--- src/rtl/scfa_pkg.sv ---
package scfa_pkg;

  // Region geometry
  localparam int ADDR_BITS   = 20;
  localparam int IDX_W       = ADDR_BITS - 4;
  localparam int LINK_DEPTH  = 1 << IDX_W;
  localparam int OFF_W       = ADDR_BITS + 1;
  localparam int BSIZE_W     = 21;
  localparam int LIMIT_W     = 21;
  localparam int SUM_W       = ((OFF_W > BSIZE_W) ? OFF_W : BSIZE_W) + 1;

  // Size classes: 16 bytes up to 1 MiB
  localparam int NUM_CLASSES = 17;
  localparam int CLS_W       = 5;
  localparam int MAX_LOG2    = 20;
  localparam logic [31:0] MAX_BLOCK = 32'd1048576;
  localparam logic [SUM_W-1:0] REGION_SPAN = SUM_W'(1) << ADDR_BITS;
  localparam logic [BSIZE_W-1:0] MIN_BLOCK = BSIZE_W'(16);

  // Configuration register indexes
  localparam int CFG_IDX_W = 1;
  localparam logic [CFG_IDX_W-1:0] CFG_REGION_BASE  = 1'd0;
  localparam logic [CFG_IDX_W-1:0] CFG_REGION_LIMIT = 1'd1;

  typedef enum logic [1:0] {
    CMD_ALLOC,
    CMD_FREE,
    CMD_TOO_LARGE
  } cmd_kind_t;

  typedef enum logic [1:0] {
    ST_OK,
    ST_EXHAUSTED,
    ST_TOO_LARGE
  } status_t;

  typedef enum logic {
    BK_IDLE,
    BK_POP
  } back_state_t;

  // Classified request handed from front to back
  typedef struct packed {
    cmd_kind_t          kind;
    logic [CLS_W-1:0]   cls;
    logic [IDX_W-1:0]   idx;
  } cmd_t;

  // Region settings seen by both parts
  typedef struct packed {
    logic [31:0]        base;
    logic [LIMIT_W-1:0] limit;
  } region_cfg_t;

endpackage

--- src/rtl/scfa_front.sv ---
module scfa_front (
  input  logic                     in_valid,
  output logic                     in_stall,
  input  logic                     in_req_type,
  input  logic [31:0]              in_block_size,
  input  logic [31:0]              in_block_address,
  input  scfa_pkg::region_cfg_t    cfg,
  input  logic                     q_full,
  output logic                     q_push,
  output scfa_pkg::cmd_t           q_data
);

  import scfa_pkg::*;

  logic [31:0]      size_m1;
  logic [31:0]      offset;
  logic [CLS_W-1:0] cls;

  // Accept whenever the queue has room
  assign in_stall = q_full;
  assign q_push   = in_valid && !q_full;

  // Round size up to its class: position of the top set bit of size minus one
  always_comb begin
    size_m1 = (in_block_size == 32'd0) ? 32'd0 : in_block_size - 32'd1;
    cls     = '0;
    for (int k = 4; k < MAX_LOG2; k++) begin
      if (size_m1[k]) begin
        cls = CLS_W'(k - 3);
      end
    end
  end

  // Block index of a freed address within the region
  assign offset = in_block_address - cfg.base;

  // Build the command
  always_comb begin
    q_data.cls = cls;
    q_data.idx = offset[ADDR_BITS-1:4];
    if (in_block_size > MAX_BLOCK) begin
      q_data.kind = CMD_TOO_LARGE;
    end else if (in_req_type) begin
      q_data.kind = CMD_FREE;
    end else begin
      q_data.kind = CMD_ALLOC;
    end
  end

endmodule

--- config.mk ---
export PLATFORM = sky130hd
export DESIGN_NAME = scfa_front
export DESIGN_NICKNAME = d
export VERILOG_FILES = /design/src/rtl/scfa_pkg.sv /design/src/rtl/scfa_front.sv
export SDC_FILE = /design/constraint.sdc
export NUM_CORES = 1
export LEC_CHECK = 0
export BUFFER_PORTS_ARGS = -buffer_cell sky130_fd_sc_hd__buf_4
export CAP_MARGIN = 5
export CORE_MARGIN = 1
export CORE_UTILIZATION = 33
export DETAILED_ROUTE_END_ITERATION = 10
export GPL_TIMING_DRIVEN = 0
export PLACE_DENSITY = 0.87
export SLEW_MARGIN = 20
export SYNTH_ARGS = -nofsm -noshare
export SYNTH_HDL_FRONTEND = slang
export SYNTH_SLANG_ARGS = --single-unit
--- constraint.sdc ---
create_clock -name vclk -period 2.54
set_input_delay 0.254 -clock vclk [all_inputs]
set_output_delay 0.254 -clock vclk [all_outputs]
set_load 0.03 [all_outputs]
==> results of run 1 <==
==> final timing paths <==
check,from,endpoint,slack (ns),cells after the start
hold / removal,q_full,q_push,0.78,3
setup / recovery,in_block_size[1],q_data[16],-0.1,11
==> worst max-delay path, stage by stage <==
cell and delay, ns:
buf_4 0.11, or4_4 0.58, nor4_4 0.35, mux2i_1 0.24
o31a_1 0.16, o21ai_1 0.06, a211oi_1 0.21, o21ai_1 0.10
nand2_1 0.08, o21a_2 0.13, buf_6 0.12
==> layout by cell type, fill, tap and decap left out, types with 7 or more instances in the layout <==
cell type,synthesis,routed
buf_4,1,96
buf_6,2,16
ha_1,18,10
ha_4,0,8
inv_1,26,23
nand2_1,10,10
nor2_1,22,16
nor3_1,9,7
o21ai_0,15,9
xnor2_1,12,11
==> timing repair <==
action / 4_1_cts / 5_1_grt
buffers inserted: 6 / 5
endpoints found under the setup margin: 11 / 14
gates resized for setup: 24 / 38
pin swaps: 12 / 17
==> area by class of cell <==
| class | count | area [sq um] |
|---|---|---|
| fillers | 285 | 1210 |
| inverters | 26 | 100 |
| well taps | 48 | 60.1 |
| multi-input cells | 171 | 1510 |
| repair buffers | 111 | 897 |
| plain buffers | 3 | 22.5 |
==> metrics by stage <==
stage | worst slack, ns | total power, mW
5_1_grt | -0.178 | 0.718
3_3_place_gp | -0.390 | 0.563
2_1_floorplan | -0.260 | 0.341
4_1_cts | -0.114 | 0.604
6_report | -0.0966 | 0.678
3_5_place_dp | -0.423 | 0.575
==> routing by layer <==
layer	track usage, %	share of wire, %
met4	0.532	0.72
met5	0	0
met3	1.38	7.6
met2	36.0	52
met1	21.5	40
==> power breakdown <==
| group | switching (mW) | total, mW | internal, mW | leakage, nW |
|---|---|---|---|---|
| Combinational | 0.363 | 0.678 | 0.315 | 1.20 |
| Clock | 0 | 0 | 0 | 0 |
| Sequential | 0 | 0 | 0 | 0 |
| Total | 0.363 | 0.678 | 0.315 | 1.20 |
==> kinds of logic (layout without fill, tap and decap cells) <==
group / after synthesis / count (layout) / synth area share (%)
adders and majority gates: 18 / 18 / 16.5
buffers and inverters: 30 / 140 / 9.65
xor gates and xnor gates: 17 / 17 / 10.9
muxes: 1 / 1 / 0.735
AOI/OAI and AO/OA: 57 / 57 / 26.6
and+or+nand+nor: 78 / 78 / 35.6
==> impl_results.md, run 1 <==
- Status: finished, violations left
- DRC viols: 0
- Ys Warns: 0
- Largest net degree at the start of global routing: 11
- Post-layout util: 68.1%
- Max Clock Freq: between 300 and 400 MHz
- Hpwl dp: 3520 um
- IO Pins: 145
- Dpl cells: between 300 and 400
- Vias/cell: ~5.3
- Post-layout min period: around 2.6 ns
- Final Hold Fails: 0
- First-pass GRT wire length: about 6500 um
- Crit path arrival time: around 2.4 ns
- Syn_area_per_cell: 6.77 sq um
- Cell variety after synth: 47
- Design Area, Final: roughly 2600 sq um
- Setup Viol. Count Final: 3
- Worst setup SP type: primary input
- Initial cell density of the core: 35.8%
- Port Buffer Count: 100
- Area leader, netlist: ha_1
- Post-Layout Cell Count: about 360
- Fin. max-slew vios: 0
- Final wirelength: around 5000 um
- Mapped Nets: 339
- Vias in the first global route: about 1600
- Slew @ Worst Pin: ~0.46 ns
- ANT cells: 0
- Share of cells above drive strength 1: 54.3%
- Drt pass-1 iters: 4
- WP data required: between 2 and 2.5 ns
- Synth Cell Area: 1360 sq um
- Crit Path Class: in -> out
- Critical Path Sink Type: primary output
- Row cnt: 22
- Lkg Pwr: about 1.2 nW
- Power per Cell Area: about 260 nW/um^2
- Vias: 1909
- Setup TNS: -0.169 ns
- Hold Crit Class: in -> out
- Ratio of final minimum period to clock period: 104%
- Max-cap violations: 0
- Ranking of synthesized cells by area: ha_1, xnor2_1, inv_1
- RSZ-0062 raised after global routing: yes
- Slew headroom: between 60% and 70%
- Synth cell count leaders: inv_1, nor2_1, ha_1
- Initial DRC Count: between 50 and 60
- Synthesized netlist cell count: approximately 200
- Initial antenna violation count: 0
- Most common cell in the synthesized netlist: inv_1
- Area Overhead vs Synth: 89.9%
- Routed Antenna Nets: 0
- Core area: roughly 3800 sq um
- Post-Place Cell Area: roughly 2200 sq um
- # nets final: 451
- FFs & Latches: 0
- Total congestion overflow: 0
- Post-cts hold buffer count: 0
- All-Layer GR Usage: 18.0%
- PnR worst setup slack: -0.0966 ns
- Die Height: around 66 um
- Max IR drop VDD: about 100 uV
- Clock buffers: 0
- Final GP Congestion: 0.818
- Worst Path Max Fanout: 8
- Yosys top cell area share: 16.5%
- Register area share after synthesis: 0%
- Die width: about 66 um
- Failing checks: setup timing
- FF+latch area: 0 sq um
- Area of the die: about 4400 sq um
- Minimum hold slack: 0.781 ns
- WL per Instance: 13.9 um
No activity file was read; power rests on OpenSTA's default activity.
==> run 2: changes to the inputs <==
--- a/config.mk
+++ b/config.mk
@@ -5,7 +5,7 @@
 export SDC_FILE = /design/constraint.sdc
 export NUM_CORES = 1
 export LEC_CHECK = 0
-export BUFFER_PORTS_ARGS = -buffer_cell sky130_fd_sc_hd__buf_4
+export BUFFER_PORTS_ARGS = -buffer_cell sky130_fd_sc_hd__clkbuf_2
 export CAP_MARGIN = 5
 export CORE_MARGIN = 1
 export CORE_UTILIZATION = 33
==> impl_results.md, run 2 (same netlist as run 1, synthesis figures left out) <==
- Worst path slowest cell: or4_4
- Layer with the highest usage: met2
- Final wirelength: 5670 um (+13%)
- ANT cells: 0 (unchanged)
- Initial antenna violation count: 0 (unchanged)
- Fin. max-slew vios: 0 (unchanged)
- Vias in the first global route: 1762 (+8.4%)
- First-pass GRT wire length: 6960 um (+7.2%)
- Hold Crit Class: in -> out
- Pre-CTS WS: -0.434 ns (-0.0114 ns)
- Total congestion overflow: 0 (unchanged)
- Commonest non-fill, non-tap cells in the layout: clkbuf_2, inv_1, nor2_1
- Worst Path Max Fanout: 6 (-2)
- Core area: 3800 sq um (unchanged)
- Area Overhead vs Synth: 81.6%
- Share of cells above drive strength 1: 54.1% (-0.23 points)
- Critical Path Sink Type: primary output
- Die Height: 66.2 um (unchanged)
- Crit path arrival time: 2.46 ns (+0.08 ns)
- WL per Instance: 15.6 um (+12%)
- Post-cts hold buffer count: 0 (unchanged)
- Post-Layout Cell Count: 364 (+1.4%)
- RSZ-0062 raised after global routing: yes
- Post-layout min period: 2.71 ns (+0.0738 ns)
- Row cnt: 22 (unchanged)
- Initial DRC Count: 130 (+140%)
- Lkg Pwr: 1.20 nW (-0.40%)
- Worst path cell trace: buf_8 -> or4_4 -> nor4_4 -> nand2b_2 -> buf_6 -> nor2_4 -> nand3b_4 -> nand2b_4 -> o21ai_4 -> a31oi_1 -> o21a_2 -> clkbuf_8
- Hpwl dp: 3420 um (-2.9%)
- Routed Antenna Nets: 0 (unchanged)
- Crit Path Class: in -> out
- Most common cell after layout, fill and taps aside: clkbuf_2
- Vias: 1995 (+4.5%)
- Dpl cells: 349 (unchanged)
- Clock buffers: 0 (unchanged)
- Ratio of final minimum period to clock period: 107% (+2.9 points)
- Max IR drop VDD: 120 uV (+20%)
- DRC viols: 0 (unchanged)
- Power per Cell Area: 272 nW/um^2 (+3.8%)
- FFs & Latches: 0 (unchanged)
- Worst setup SP type: primary input
- GR Layer Usage met3: 1.72% (+0.34 points)
- Max Clock Freq: 369 MHz (-2.7%)
- CP max stage delay: 0.54 ns (-0.04 ns)
- Slew @ Worst Pin: 0.457 ns (-0.000117 ns)
- Status: finished, violations left
- Met1 usage: 19.9% (-1.6 points)
- # nets final: 456 (+1.1%)
- Total Power: 673 uW (-0.74%)
- Failing checks: setup timing
- Slew headroom: 69.3% (about the same)
- Final Hold Fails: 0 (unchanged)
- Max-cap violations: 0 (unchanged)
- PnR worst setup slack: -0.170 ns (-0.0738 ns)
- Initial cell density of the core: 35.8% (unchanged)
- Vias/cell: 5.48 (+3.1%)
- Final GP Congestion: 0.810 (-0.97%)
- Setup Viol. Count Final: 10 (+7)
- Port Buffer Count: 100 (unchanged)
- Area of the die: 4390 sq um (unchanged)
- IO Pins: 145 (unchanged)
- CP delay by family, top: simple AND/OR/NAND/NOR gates
- Setup TNS: -0.944 ns (-0.776 ns)
- Design Area, Final: 2470 sq um (-4.4%)
- Met2 Use GR: 41.7% (+5.7 points)
- Minimum hold slack: 0.831 ns (+0.0503 ns)
- Post-Place Cell Area: 1980 sq um (-11%)
- Post-layout util: 65.1% (-3.0 points)
- All-Layer GR Usage: 19.6% (+1.6 points)
- FF+latch area: 0 sq um (unchanged)
- Largest net degree at the start of global routing: 11 (unchanged)
- WP data required: 2.29 ns (about the same)
- Drt pass-1 iters: 4 (unchanged)
- Die width: 66.2 um (unchanged)
- CP bufs+invs: 3 (+1)
-- run 2: changes by cell type in the layout (fill, tap and decap cells not counted), sizes merged --
cell	previous run	this run
clkbuf	1	86
buf	113	33
-- run 2: what timing repair did --
item / CTS / global route
pin swaps: 18 / 30
cloned: 0 / 0
resized for setup: 46 / 56
endpoints found under the setup margin: 13 / 14
setup buffers: 9 / 6
-- run 2: final timing paths --
path / endpoint / cells past startpoint / from
worst max-delay path: q_data[16] / 12 / in_block_size[10]
worst min-delay path: q_data[21] / 4 / in_req_type
-- run 2: cell type report --
class | instances | area (sq um)
fill | 270 | 1330
tap | 48 | 60.1
multi-input combinational | 171 | 1480
inverter | 26 | 103
timing repair buffer | 115 | 795
buffer | 4 | 33.8
-- run 2: report_power, final --
group          internal [mW]  switching [mW]
registers                  0               0
logic                  0.288           0.385
clock network              0               0
total                  0.288           0.385
-- run 2: routing by layer --
layer  part of all wire (%)  vias to the layer above  wire length, um
li1                       -                      950                -
met1                     36                      900             2030
met2                     53                      125             2990
met3                    8.2                       20              464
met4                    3.4                        0              192
met5                      0                        -                0
==> run 3: changes to the inputs <==
--- a/config.mk
+++ b/config.mk
@@ -12,6 +12,7 @@
 export DETAILED_ROUTE_END_ITERATION = 10
 export GPL_TIMING_DRIVEN = 0
 export PLACE_DENSITY = 0.87
+export SKIP_LAST_GASP = 1
 export SLEW_MARGIN = 20
 export SYNTH_ARGS = -nofsm -noshare
 export SYNTH_HDL_FRONTEND = slang
==> impl_results.md, run 3 (same netlist as run 1, synthesis figures left out) <==
- Clock buffers: 0 (unchanged)
- Routed Antenna Nets: 0 (unchanged)
- Most common cell after layout, fill and taps aside: clkbuf_2
- Final GP Congestion: 0.810 (unchanged)
- Max Clock Freq: 353 MHz (-4.4%)
- Dpl cells: 349 (unchanged)
- IO Pins: 145 (unchanged)
- PnR worst setup slack: -0.296 ns (-0.126 ns)
- Final wirelength: 5880 um (+3.7%)
- Initial antenna violation count: 0 (unchanged)
- Worst Path Max Fanout: 6 (unchanged)
- Pre-CTS WS: -0.434 ns (unchanged)
- WL met3: 465 um (+0.22%)
- Commonest non-fill, non-tap cells in the layout: clkbuf_2, inv_1, nor2_1, buf_6
- Slew headroom: 66.7% (-2.7 points)
- RSZ-0062 raised after global routing: yes
- Core area: 3800 sq um (unchanged)
- FF+latch area: 0 sq um (unchanged)
- Die Height: 66.2 um (unchanged)
- DRC viols: 0 (unchanged)
- Power per Cell Area: 271 nW/um^2 (-0.54%)
- Met2 wire length: 3080 um (+3.2%)
- Design Area, Final: 2500 sq um (+1.2%)
- Vias: 2019 (+1.2%)
- Final Hold Fails: 0 (unchanged)
- WHS Path Cells: 4 (unchanged)
- Total congestion overflow: 0 (unchanged)
- ANT cells: 0 (unchanged)
- Fin. max-slew vios: 0 (unchanged)
- Share of cells above drive strength 1: 54.7% (+0.63 points)
- Port Buffer Count: 100 (unchanged)
- Crit Path Class: in -> out
- Row cnt: 22 (unchanged)
- Status: finished, violations left
- Crit path arrival time: 2.58 ns (+0.12 ns)
- Initial cell density of the core: 35.8% (unchanged)
- All-Layer GR Usage: 20.6% (+0.96 points)
- Post-Place Cell Area: 1980 sq um (unchanged)
- WP data required: 2.29 ns (about the same)
- Post-Layout Cell Count: 364 (unchanged)
- FFs & Latches: 0 (unchanged)
- Area Overhead vs Synth: 83.7%
- Initial DRC Count: 199 (+53%)
- Setup Viol. Count Final: 12 (+2)
- Top sig layer: met4
- Failing checks: setup timing
- Die width: 66.2 um (unchanged)
- Post-layout min period: 2.84 ns (+0.126 ns)
- Slew @ Worst Pin: 0.500 ns (+0.0433 ns)
- Max IR drop VDD: 97.2 uV (-19%)
- Hpwl dp: 3420 um (unchanged)
- Largest net degree at the start of global routing: 11 (unchanged)
- Post-Route M1 WL: 2120 um (+4.5%)
- First-pass GRT wire length: 7290 um (+4.7%)
- Vias in the first global route: 1792 (+1.7%)
- Setup TNS: -1.52 ns (-0.581 ns)
- Ratio of final minimum period to clock period: 112% (+4.9 points)
- Max-cap violations: 0 (unchanged)
- # nets final: 456 (unchanged)
- Vias/cell: 5.55 (+1.2%)
- Area of the die: 4390 sq um (unchanged)
- Worst setup SP type: primary input
- WL per Instance: 16.2 um (+3.7%)
- Drt pass-1 iters: 6 (+2)
- Lkg Pwr: 1.21 nW (+0.76%)
- Critical Path Sink Type: primary output
- Hold Crit Class: in -> out
- Layout fillers: 280 (+3.7%)
- Total Power: 677 uW (+0.62%)
## run 3: what timing repair did
item,in CTS,in global routing
resized for setup,43,56
setup buffers,9,7
pin swaps,17,29
hold buffers,0,0
setup endpoints to repair,13,16
## run 3: final timing paths
check,to,start
min,q_data[21],in_req_type
max,q_data[16],in_block_size[0]
## run 3: cell type report
type | instances | area, sq um | area share (%)
Buffer | 3 | 22.5 | 0.900
Inverter | 26 | 100 | 4.00
Multi-Input combinational cell | 171 | 1520 | 60.7
Tap cell | 48 | 60.1 | 2.40
Timing Repair Buffer | 116 | 801 | 32.0
## run 3: layer usage
metal | vias to the layer above | GRT usage (%)
li1 | 955 | -
met1 | 917 | 20.6
met2 | 125 | 42.5
met3 | 22 | 2.93
met4 | 0 | 6.12
met5 | - | 0
## run 3: worst max-delay path: stages
cell      delay [ns]
clkbuf_2        0.08
or4_4           0.59
nor4_4          0.40
nand2b_2        0.09
buf_6           0.15
nor3_4          0.21
buf_6           0.14
nor3_2          0.04
a211oi_2        0.19
o32ai_2         0.10
nand2_1         0.08
o21a_2          0.12
buf_6           0.12
## run 3: report_power, final
group	switching (mW)	total (mW)	internal, mW
logic	0.392	0.677	0.285
clock network	0	0	0
registers	0	0	0
total	0.392	0.677	0.285
## run 3: through the flow
| step | utilization, % | hold WS [ns] |
|---|---|---|
| floorplan | - | 0.618 |
| global placement | 52.0 | 0.799 |
| detailed placement | 52.0 | 0.811 |
| CTS | 59.3 | 0.812 |
| global route | 65.8 | 0.850 |
| finish | 65.8 | 0.831 |
