<file path="config.mk">
export PLATFORM = sky130hd
export DESIGN_NAME = scfa_queue
export DESIGN_NICKNAME = d
export VERILOG_FILES = /design/src/rtl/scfa_pkg.sv /design/src/rtl/scfa_queue.sv
export SDC_FILE = /design/constraint.sdc
export NUM_CORES = 1
export LEC_CHECK = 0
export BUFFER_PORTS_ARGS = -buffer_cell sky130_fd_sc_hd__buf_2
export CORE_ASPECT_RATIO = 1.1
export CORE_MARGIN = 2
export CORE_UTILIZATION = 51
export DETAILED_ROUTE_END_ITERATION = 12
export GPL_ROUTABILITY_DRIVEN = 0
export PLACE_DENSITY_LB_ADDON = 0.25
export SETUP_SLACK_MARGIN = 0.1
export SLEW_MARGIN = 20
export SYNTH_ARGS = -nofsm -noshare
export SYNTH_HDL_FRONTEND = slang
export SYNTH_SLANG_ARGS = --single-unit
</file>
<file path="constraint.sdc">
create_clock -name clk -period 2.3 [get_ports clk]
set_clock_uncertainty 0.2 [all_clocks]
set_input_delay 0.345 -clock clk [delete_from_list [all_inputs] [get_ports clk]]
set_output_delay 0.345 -clock clk [all_outputs]
set_load 0.05 [all_outputs]
</file>
<file path="src/rtl/scfa_pkg.sv">
package scfa_pkg;

  // Region geometry
  localparam int ADDR_BITS   = 20;
  localparam int IDX_W       = ADDR_BITS - 4;
  localparam int LINK_DEPTH  = 1 << IDX_W;
  localparam int OFF_W       = ADDR_BITS + 1;
  localparam int BSIZE_W     = 21;
  localparam int LIMIT_W     = 21;
  localparam int SUM_W       = ((OFF_W > BSIZE_W) ? OFF_W : BSIZE_W) + 1;

  // Size classes: 16 bytes up to 1 MiB
  localparam int NUM_CLASSES = 17;
  localparam int CLS_W       = 5;
  localparam int MAX_LOG2    = 20;
  localparam logic [31:0] MAX_BLOCK = 32'd1048576;
  localparam logic [SUM_W-1:0] REGION_SPAN = SUM_W'(1) << ADDR_BITS;
  localparam logic [BSIZE_W-1:0] MIN_BLOCK = BSIZE_W'(16);

  // Configuration register indexes
  localparam int CFG_IDX_W = 1;
  localparam logic [CFG_IDX_W-1:0] CFG_REGION_BASE  = 1'd0;
  localparam logic [CFG_IDX_W-1:0] CFG_REGION_LIMIT = 1'd1;

  typedef enum logic [1:0] {
    CMD_ALLOC,
    CMD_FREE,
    CMD_TOO_LARGE
  } cmd_kind_t;

  typedef enum logic [1:0] {
    ST_OK,
    ST_EXHAUSTED,
    ST_TOO_LARGE
  } status_t;

  typedef enum logic {
    BK_IDLE,
    BK_POP
  } back_state_t;

  // Classified request handed from front to back
  typedef struct packed {
    cmd_kind_t          kind;
    logic [CLS_W-1:0]   cls;
    logic [IDX_W-1:0]   idx;
  } cmd_t;

  // Region settings seen by both parts
  typedef struct packed {
    logic [31:0]        base;
    logic [LIMIT_W-1:0] limit;
  } region_cfg_t;

endpackage

</file>
<file path="src/rtl/scfa_queue.sv">
module scfa_queue (
  input  logic           clk,
  input  logic           rst_n,
  input  logic           push,
  input  scfa_pkg::cmd_t push_data,
  output logic           full,
  input  logic           pop,
  output logic           not_empty,
  output scfa_pkg::cmd_t pop_data
);

  import scfa_pkg::*;

  cmd_t       entry_r [2];
  logic       wr_ptr_r, wr_ptr_nxt;
  logic       rd_ptr_r, rd_ptr_nxt;
  logic [1:0] count_r, count_nxt;

  assign full      = (count_r == 2'd2);
  assign not_empty = (count_r != 2'd0);
  assign pop_data  = entry_r[rd_ptr_r];

  // Advance pointers and occupancy
  always_comb begin
    wr_ptr_nxt = push ? ~wr_ptr_r : wr_ptr_r;
    rd_ptr_nxt = pop ? ~rd_ptr_r : rd_ptr_r;
    count_nxt  = count_r + {1'b0, push} - {1'b0, pop};
  end

  always_ff @(posedge clk) begin
    if (!rst_n) begin
      wr_ptr_r <= 1'b0;
      rd_ptr_r <= 1'b0;
      count_r  <= 2'd0;
    end else begin
      wr_ptr_r <= wr_ptr_nxt;
      rd_ptr_r <= rd_ptr_nxt;
      count_r  <= count_nxt;
    end
  end

  // Store the entry on push
  always_ff @(posedge clk) begin
    if (push) begin
      entry_r[wr_ptr_r] <= push_data;
    end
  end

endmodule

</file>
==> impl_metrics.py, run 1 <==
metrics = {
    "global_route": {
        "grt_pass1_wl_um": 4620,
        "antenna_found_initial": 0,
        "overflow": 0,
        "first_global_vias": 1060,
        "grt_max_degree": 14,
        "grt_usage_pct": 16.3,
    },
    "floorplanning": {
        "pin_count": 52,
        "num_rows": 23,
        "start_util_pct": 52.6,
        "die_h_um": 67.9,
        "die_x_um": 62.1,
        "core-area_um2": 3600,
        "die-area_um2": 4210,
    },
    "routing": {
        "dr_total_vias": 983,
        "vias_per_cell": 4.84,
        "drc": 0,
        "avgRoutedWirePerCell_um": 14.7,
        "drtPass1Iterations": 4,
        "drt_wl_total_um": 2980,
        "postRouteAntennaNets": 0,
        "drt-initial-drc-count": 32,
    },
    "synthesis": {
        "synth_ff_type": "edfxtp_1",
        "yosys_warnings": 0,
        "synth.avg_cell_area_um2": 20.5,
        "netlist.area_leader.share_pct": 73.1,
        "synth-edff-count": 46,
        "synth_seq_cells": 51,
        "yosysTopAreaCell": "edfxtp_1",
        "syn_area_um2": 1890,
        "syn_inst": 92,
        "netlist_top_cells_count": "46 x edfxtp_1, 23 x mux2_2, 5 x dfxtp_1, 4 x and2_1, 4 x nor2b_1",
        "yosysMostFrequentCell": "edfxtp_1",
        "synth_area_leaders": "edfxtp_1 73%, mux2_2 14%, dfxtp_1 5.3%, and2_1 1.3%, ha_1 1.3%",
        "synth_fp_nets": 121,
        "postSynth.asyncResetShare_pct": 0,
        "yosys.cell_types.count": 12,
        "ys_seq_area_share_pct": 78.4,
    },
    "power": {
        "max-vdd-ir-drop_mv": 0.536,
        "finalPower_mw": 1.94,
        "p_leak_nw": 0.898,
        "powerDensity_nw_per_um2": 841,
    },
    "sta": {
        "period_needed_ps": 2070,
        "finalCritPeriodShare_pct": 89.9,
        "setup_viol": 0,
        "fin_setup_tns_ps": 0,
        "setup_ws_ps": 232,
        "timing.fmax_mhz": 484,
        "rsz0062_at_grt": "false",
        "max_slew_margin_pct": 72.9,
        "slew_viol_final": 0,
        "worstMarginPinSlew_ps": 404,
        "final-hold-violation-count": 0,
    },
    "finish": {
        "diodes": 0,
        "final_core_util_pct": 64.1,
        "fillers": 299,
        "syn2layout_area_growth_pct": 22.0,
        "num-nets-final": 183,
        "drive_gt1_share_pct": 57.5,
    },
    "setup_path": {
        "r2r_slack_ps": 840,
        "worstRegToRegCells": 6,
        "worst_setup_path_end_kind": "output port",
        "cp.arrival_ps": 1520,
        "critPathMaxFanout": 10,
        "reg2reg_to": "count_r[1]",
        "start_kind": "flip-flop",
        "r2r-start": "count_r[0]",
        "required_ps": 1750,
        "critPathKind": "reg -> out",
        "crit_end": "pop_data[5]",
    },
    "clock_tree": {
        "htreeDepth": 2,
        "clk_latency_ps": 290,
        "clockRootBuffer": "clkbuf_8",
        "cts_made_buffers": 5,
        "cts_hold_buf": 0,
        "clk_pin_slew_ps": 80,
        "cts.sinks": 51,
        "cts_buffer_depth": 2,
        "cts_tree": "built",
    },
    "placed_design": {
        "portBuffers": 51,
        "dp_hpwl_um": 2220,
        "dp_slack_ps": 409,
    },
    "status": {
        "status": "completed",
    },
    "flow_run": {
        "cap_violations": 0,
    },
    "min_path": {
        "hold_path.class": "in -> reg",
    },
}
## worst max-delay path, stage by stage (launching register included)
cell and delay [ps]:
dfxtp_2 430, buf_4 230, mux2_2 360, buf_2 210
## repair_timing
item	CTS	global route
setup endpoints to repair	10	0
buffers inserted	0	0
gates resized for setup	1	0
## worst min-delay path by stage
stage                    endpoint  cells past startpoint  slack, ps    startpoint
floorplan           entry_r[0][0]                      0        240  push_data[0]
global placement    entry_r[0][5]                      1        330  push_data[5]
detailed placement  entry_r[0][9]                      1        340  push_data[9]
CTS                 entry_r[0][9]                      1         30  push_data[9]
global route        entry_r[0][0]                      1         20  push_data[0]
finish              entry_r[1][0]                      1         40  push_data[0]
## final cells by class
cell class / count / area [µm²] / share of cell area (%)
Sequential cell: 51 / 1480 / 64.3
Inverter: 2 / 7.51 / 0.325
Multi-Input combinational cell: 37 / 382 / 16.5
Tap cell: 50 / 62.6 / 2.71
Clock buffer: 6 / 72.6 / 3.15
Timing Repair Buffer: 57 / 300 / 13.0
## cell usage in the layout, fill, tap and decap left out, drive strengths merged
| master | instances |
|---|---|
| buf | 57 |
| or2 | 1 |
| dfxtp | 5 |
| xnor3 | 1 |
| ha | 2 |
| clkbuf | 6 |
| xor2 | 1 |
| mux2 | 23 |
| and2 | 4 |
| o21a | 1 |
| edfxtp | 46 |
| nor2b | 4 |
| inv | 2 |
## metal layers
layer	vias up	track usage, %	part of all wire [%]
met5	-	0	0
li1	468	-	-
met2	33	28.1	56
met4	0	10.9	2.6
met1	474	16.6	37
met3	8	4.91	4.8
## where the power goes
group	internal, mW	switching [mW]	total, mW
Clock	0.203	0.245	0.448
Sequential	1.07	0.0213	1.09
Combinational	0.133	0.270	0.403
Total	1.40	0.536	1.94
## state kept, by name, summed over array words and instances (netlist names), named ones only
signal    count
entry_r      46
wr_ptr_r      1
count_r       2
rd_ptr_r      1
## cell families (layout without fill, tap and decap cells)
kind of cell | after synthesis | in the layout | synth area share [%]
adder cells (fa/ha/maj) | 2 | 2 | 1.32
flip-flops | 51 | 51 | 78.4
XOR/XNOR | 2 | 2 | 1.65
AND/OR/NAND/NOR | 9 | 9 | 2.98
AO/OA/AOI/OAI | 1 | 1 | 0.397
buffers and inverters | 4 | 65 | 1.59
multiplexers | 23 | 23 | 13.7
## per-stage QoR
stage,hold slack [ps],area (µm²),cells
after floorplan,244,1890,92
after global placement,333,2230,197
after detailed placement,336,2230,197
after CTS,29.8,2310,203
after global routing,21.1,2310,203
final,38.4,2310,203
(Power assumes the default switching activity.)
==> inputs of run 2 (changes only) <==
--- a/config.mk
+++ b/config.mk
@@ -10,8 +10,8 @@
 export CORE_MARGIN = 2
 export CORE_UTILIZATION = 51
 export DETAILED_ROUTE_END_ITERATION = 12
-export GPL_ROUTABILITY_DRIVEN = 0
-export PLACE_DENSITY_LB_ADDON = 0.25
+export GPL_ROUTABILITY_DRIVEN = 1
+export PLACE_DENSITY = 0.87
 export SETUP_SLACK_MARGIN = 0.1
 export SLEW_MARGIN = 20
 export SYNTH_ARGS = -nofsm -noshare
==> run 2 against run 1 <==
  * Count of clock-buffer cells in the layout is 1 lower
  * Register-to-register slack worse by 50 ps
  * Final area is 2.7% higher
  * Sequential power hardly changed
  * Wire length is 1.7% lower
  * Largest cell class unchanged
  * Setup slack better by 86 ps
==> impl_metrics.py, run 2 (same netlist as run 1, synthesis figures left out) <==
metrics = {
    "clock_tree": {
        "cts_setup_buffers": 0,
        "clk_pin_slew_ps": 90,
        "cts_hold_buf": 0,
        "clk_latency_ps": 290,
        "cts_buffer_depth": 2,
        "clockRootBuffer": "clkbuf_8",
        "htreeDepth": 2,
        "cts-resized-gates": 0,
        "cts_tree": "built",
        "cts_made_buffers": 5,
        "cts.sinks": 51,
    },
    "sta": {
        "finalCritPeriodShare_pct": 86.2,
        "slew_viol_final": 0,
        "period_needed_ps": 1980,
        "fin_setup_tns_ps": 0,
        "setup_ws_ps": 318,
        "worstMarginPinSlew_ps": 255,
        "max_slew_margin_pct": 83.1,
        "rsz0062_at_grt": "false",
        "setup_viol": 0,
        "holdWs_ps": 35.0,
        "final-hold-violation-count": 0,
        "timing.fmax_mhz": 504,
    },
    "finish": {
        "diodes": 0,
        "num-nets-final": 183,
        "fin_cells": 205,
        "final_common_cell": "buf_2",
        "final_cell_mix": "51 x buf_2, 46 x edfxtp_1, 23 x mux2_2",
        "seq_area_um2": 1480,
        "regMostFlops": "entry_r",
        "reg_top3": "entry_r (46), count_r (2)",
        "drive_gt1_share_pct": 58.1,
        "largest_reg_flops": 46,
        "finalInstanceArea_um2": 2370,
        "syn2layout_area_growth_pct": 25.3,
        "multi_input_area_um2": 382,
        "fillers": 268,
    },
    "setup_path": {
        "cp.arrival_ps": 1440,
        "required_ps": 1750,
        "start_kind": "flip-flop",
        "critPathMaxFanout": 16,
        "r2r_slack_ps": 790,
        "crit_end": "pop_data[19]",
        "r2r-start": "count_r[0]",
        "worst_setup_path_end_kind": "output port",
        "critPathKind": "reg -> out",
        "reg2reg_to": "count_r[1]",
        "worstRegToRegCells": 6,
    },
    "placed_design": {
        "portBuffers": 51,
        "dp_hpwl_um": 2170,
        "dp_slack_ps": 626,
        "postPlaceCellArea_um2": 2230,
        "place.gp.congestion": 0.672,
        "place_inst": 197,
    },
    "global_route": {
        "grt_usage_pct": 15.0,
        "overflow": 0,
        "grt_pass1_wl_um": 4330,
        "grt_max_degree": 17,
        "antenna_found_initial": 0,
        "first_global_vias": 1024,
    },
    "floorplanning": {
        "start_util_pct": 52.6,
        "die_x_um": 62.1,
        "die-area_um2": 4210,
        "num_rows": 23,
        "die_h_um": 67.9,
        "core-area_um2": 3600,
        "pin_count": 52,
    },
    "routing": {
        "dr_total_vias": 985,
        "drc": 0,
        "postRouteAntennaNets": 0,
        "drtPass1Iterations": 4,
        "vias_per_cell": 4.80,
        "drt_wl_total_um": 2930,
        "avgRoutedWirePerCell_um": 14.3,
        "drt-initial-drc-count": 26,
    },
    "power": {
        "max-vdd-ir-drop_mv": 0.527,
        "powerDensity_nw_per_um2": 926,
        "p_leak_nw": 0.925,
    },
    "min_path": {
        "hold_path.class": "in -> reg",
    },
    "flow_run": {
        "cap_violations": 0,
    },
    "status": {
        "status": "completed",
    },
}
[run 2: cell count changes in the layout (fill, tap and decap cells not counted)]
cell        before  now
bufinv_16        0    2
clkbuf_1         1    0
clkinvlp_4       0    1
dfxtp_1          4    5
dfxtp_2          1    0
[run 2: area by class of cell]
class	count	area share [%]
Clock buffer	5	2.90
Clock inverter	3	2.85
Inverter	2	0.317
Multi-Input combinational cell	37	16.1
Sequential cell	51	62.5
Tap cell	50	2.64
Timing Repair Buffer	57	12.7
[run 2: power breakdown]
group	internal, mW	leakage (nW)	total [mW]	switching, mW
clock network	0.433	0.0644	0.701	0.268
registers	1.07	0.473	1.09	0.0199
logic	0.133	0.388	0.406	0.273
[run 2: per-stage QoR]
stage / power (mW) / util, %
5_1_grt: 2.27 / 65.9
2_1_floorplan: 1.42 / -
6_report: 2.19 / 65.9
4_1_cts: 2.21 / 65.9
3_3_place_gp: 1.50 / 62.1
3_5_place_dp: 1.52 / 62.1
[run 2: how the worst min path moves through the flow]
| stage | cells after the start | endpoint | start |
|---|---|---|---|
| 6_report | 1 | entry_r[1][20] | push_data[20] |
| 5_1_grt | 1 | entry_r[1][12] | push_data[12] |
| 4_1_cts | 1 | entry_r[1][14] | push_data[14] |
| 3_5_place_dp | 1 | entry_r[0][14] | push_data[14] |
| 3_3_place_gp | 1 | entry_r[0][13] | push_data[13] |
| 2_1_floorplan | 0 | entry_r[0][0] | push_data[0] |
[run 2: critical path, cell delays in order, from the launching register on]
cell and delay (ps):
dfxtp_1 330, buf_4 230, mux2_2 360, buf_2 210
[run 2: per-layer routing]
| metal | routed length (µm) | track usage (%) |
|---|---|---|
| met2 | 1600 | 27.3 |
| met5 | 0 | 0 |
| met4 | 44 | 7.18 |
| met1 | 1080 | 14.5 |
| met3 | 203 | 5.10 |
==> inputs of run 3 (changes only) <==
--- a/config.mk
+++ b/config.mk
@@ -8,10 +8,10 @@
 export BUFFER_PORTS_ARGS = -buffer_cell sky130_fd_sc_hd__buf_2
 export CORE_ASPECT_RATIO = 1.1
 export CORE_MARGIN = 2
-export CORE_UTILIZATION = 51
+export CORE_UTILIZATION = 40
 export DETAILED_ROUTE_END_ITERATION = 12
 export GPL_ROUTABILITY_DRIVEN = 1
-export PLACE_DENSITY = 0.87
+export PLACE_DENSITY = 0.73
 export SETUP_SLACK_MARGIN = 0.1
 export SLEW_MARGIN = 20
 export SYNTH_ARGS = -nofsm -noshare
==> constraint.sdc (replaced) <==
create_clock -name clk -period 2.3 [get_ports clk]
set_clock_uncertainty 0.2 [all_clocks]
set_input_delay 0.23 -clock clk [delete_from_list [all_inputs] [get_ports clk]]
set_output_delay 0.23 -clock clk [all_outputs]
set_load 0.05 [all_outputs]
==> run 3 against run 2 <==
  * Total power down 8.1%
  * Sequential power about the same
  * Flip-flop and latch count unchanged
  * Critical path depth unchanged
  * Via count up 7.3%
  * Global-route usage down 1.8 points
  * Setup slack better by 130 ps
  * Wire length up 14%
  * Fmax up 7.1%
  * Register-to-register slack better by 70 ps
==> impl_metrics.py, run 3 (same netlist as run 1, synthesis figures left out) <==
metrics = {
    "power": {
        "finalPower_mw": 2.02,
        "powerDensity_nw_per_um2": 789,
        "switchingPower_uw": 580,
        "p_leak_nw": 0.991,
        "max-vdd-ir-drop_mv": 0.466,
        "pwr-share-comb_pct": 21.7,
        "seq_power_share_pct": 53.9,
        "pwr-share-clk_pct": 24.4,
        "power.internal_mw": 1.44,
        "p_sw_share_pct": 28.7,
    },
    "clock_tree": {
        "clk_latency_ps": 290,
        "cts_tree": "built",
        "cts_made_buffers": 5,
        "clockRootBuffer": "clkbuf_8",
        "cts_buffer_depth": 2,
        "clk_pin_slew_ps": 80,
        "cts.sinks": 51,
        "htreeDepth": 2,
        "cts_setup_buffers": 0,
    },
    "flow_run": {
        "cap_violations": 0,
    },
    "setup_path": {
        "worst_setup_path_end_kind": "output port",
        "slowest_stage": "mux2_2",
        "cpPeakStageDelay_ps": 370,
        "required_ps": 1870,
        "start_kind": "flip-flop",
        "critPathMaxFanout": 11,
        "critPathKind": "reg -> out",
        "cp_cell_sequence": "buf_4 > mux2_2 > buf_2",
        "cp.arrival_ps": 1420,
    },
    "sta": {
        "final-hold-violation-count": 0,
        "finalCritPeriodShare_pct": 80.5,
        "setup_ws_ps": 448,
        "worstMarginPinSlew_ps": 318,
        "fin_setup_tns_ps": 0,
        "max_slew_margin_pct": 78.8,
        "holdWs_ps": 93.6,
        "slew_viol_final": 0,
        "period_needed_ps": 1850,
        "setup_viol": 0,
        "rsz0062_at_grt": "false",
        "timing.fmax_mhz": 540,
    },
    "finish": {
        "final_common_cell": "buf_2",
        "fin_cells": 233,
        "diodes": 0,
        "final_core_util_pct": 55.7,
        "reg_top3": "entry_r (46), count_r (2)",
        "regMostFlops": "entry_r",
        "drive_gt1_share_pct": 49.7,
        "fillers": 376,
        "finalInstanceArea_um2": 2550,
        "num-nets-final": 205,
        "final_cell_mix": "51 x buf_2, 46 x edfxtp_1, 24 x dlygate4sd3_1",
        "syn2layout_area_growth_pct": 35.1,
        "largest_reg_flops": 46,
    },
    "floorplanning": {
        "core-area_um2": 4590,
        "start_util_pct": 41.2,
        "die_h_um": 76.1,
        "num_rows": 26,
        "die_x_um": 69.6,
        "pin_count": 52,
        "die-area_um2": 5290,
    },
    "routing": {
        "dr_total_vias": 1057,
        "avgRoutedWirePerCell_um": 14.3,
        "drc": 0,
        "drtPass1Iterations": 4,
        "vias_per_cell": 4.54,
        "postRouteAntennaNets": 0,
        "drt_wl_total_um": 3330,
        "drt-initial-drc-count": 46,
    },
    "global_route": {
        "antenna_found_initial": 0,
        "grt_usage_pct": 13.1,
        "grt_pass1_wl_um": 5160,
        "overflow": 0,
        "grt_max_degree": 25,
        "first_global_vias": 1090,
    },
    "placed_design": {
        "postPlaceCellArea_um2": 2230,
        "dp_slack_ps": 770,
        "place.gp.congestion": 0.670,
        "portBuffers": 51,
        "dp_hpwl_um": 2140,
        "place_inst": 201,
    },
    "min_path": {
        "hold_path.class": "in -> reg",
    },
    "status": {
        "status": "completed",
    },
}
==> run 3: cell types whose count changed in the layout (fill, tap and decap cells not counted) <==
cell / before / now
clkinvlp_4: 1 / 2
bufinv_16: 2 / 0
clkinv_2: 0 / 1
dlygate4sd3_1: 0 / 24
buf_4: 6 / 4
==> run 3: repair_timing <==
item	4_1_cts	5_1_grt
setup endpoints to repair	0	0
resized for setup	0	0
endpoints found under the hold margin	51	0
hold buffers	24	0
==> run 3: final timing paths <==
kind / start / depth (start not counted) / slack, ps / to
worst max-delay path: flip-flop / 3 / 450 / pop_data[1]
worst min-delay path: pop / 3 / 90 / flip-flop
worst max register to register: count_r[0] / 6 / 860 / count_r[1]
worst min register to register: rd_ptr_r / 2 / 400 / flip-flop
==> run 3: layout make-up <==
class,count,area (µm²),share of cell area (%)
Clock buffer,5,68.8,2.69
Clock inverter,3,20.0,0.784
Inverter,2,7.51,0.294
Multi-Input combinational cell,37,382,14.9
Sequential cell,51,1480,58.0
Tap cell,56,70.1,2.74
Timing Repair Buffer,79,526,20.6
==> run 3: layer usage <==
layer,wire (µm),track usage (%),share of wire (%)
met4,126,8.24,3.8
met5,0,0,0
met1,1200,12.8,36
met3,140,4.23,4.2
met2,1860,23.6,56
==> run 3: critical path: cells and delay by family, from the launching register on <==
kind / cells / cell delay (ps)
flip-flops: 1 / 340
buffers and inverters: 2 / 420
multiplexers: 1 / 370
==> run 3: power groups by stage <==
stage | Clock (mW) | Combinational (mW) | Sequential (mW)
after floorplan | 0 | 0.312 | 1.10
after global placement | 0 | 0.398 | 1.10
after detailed placement | 0 | 0.407 | 1.11
after CTS | 0.506 | 0.440 | 1.09
after global routing | 0.546 | 0.460 | 1.09
final | 0.493 | 0.437 | 1.09
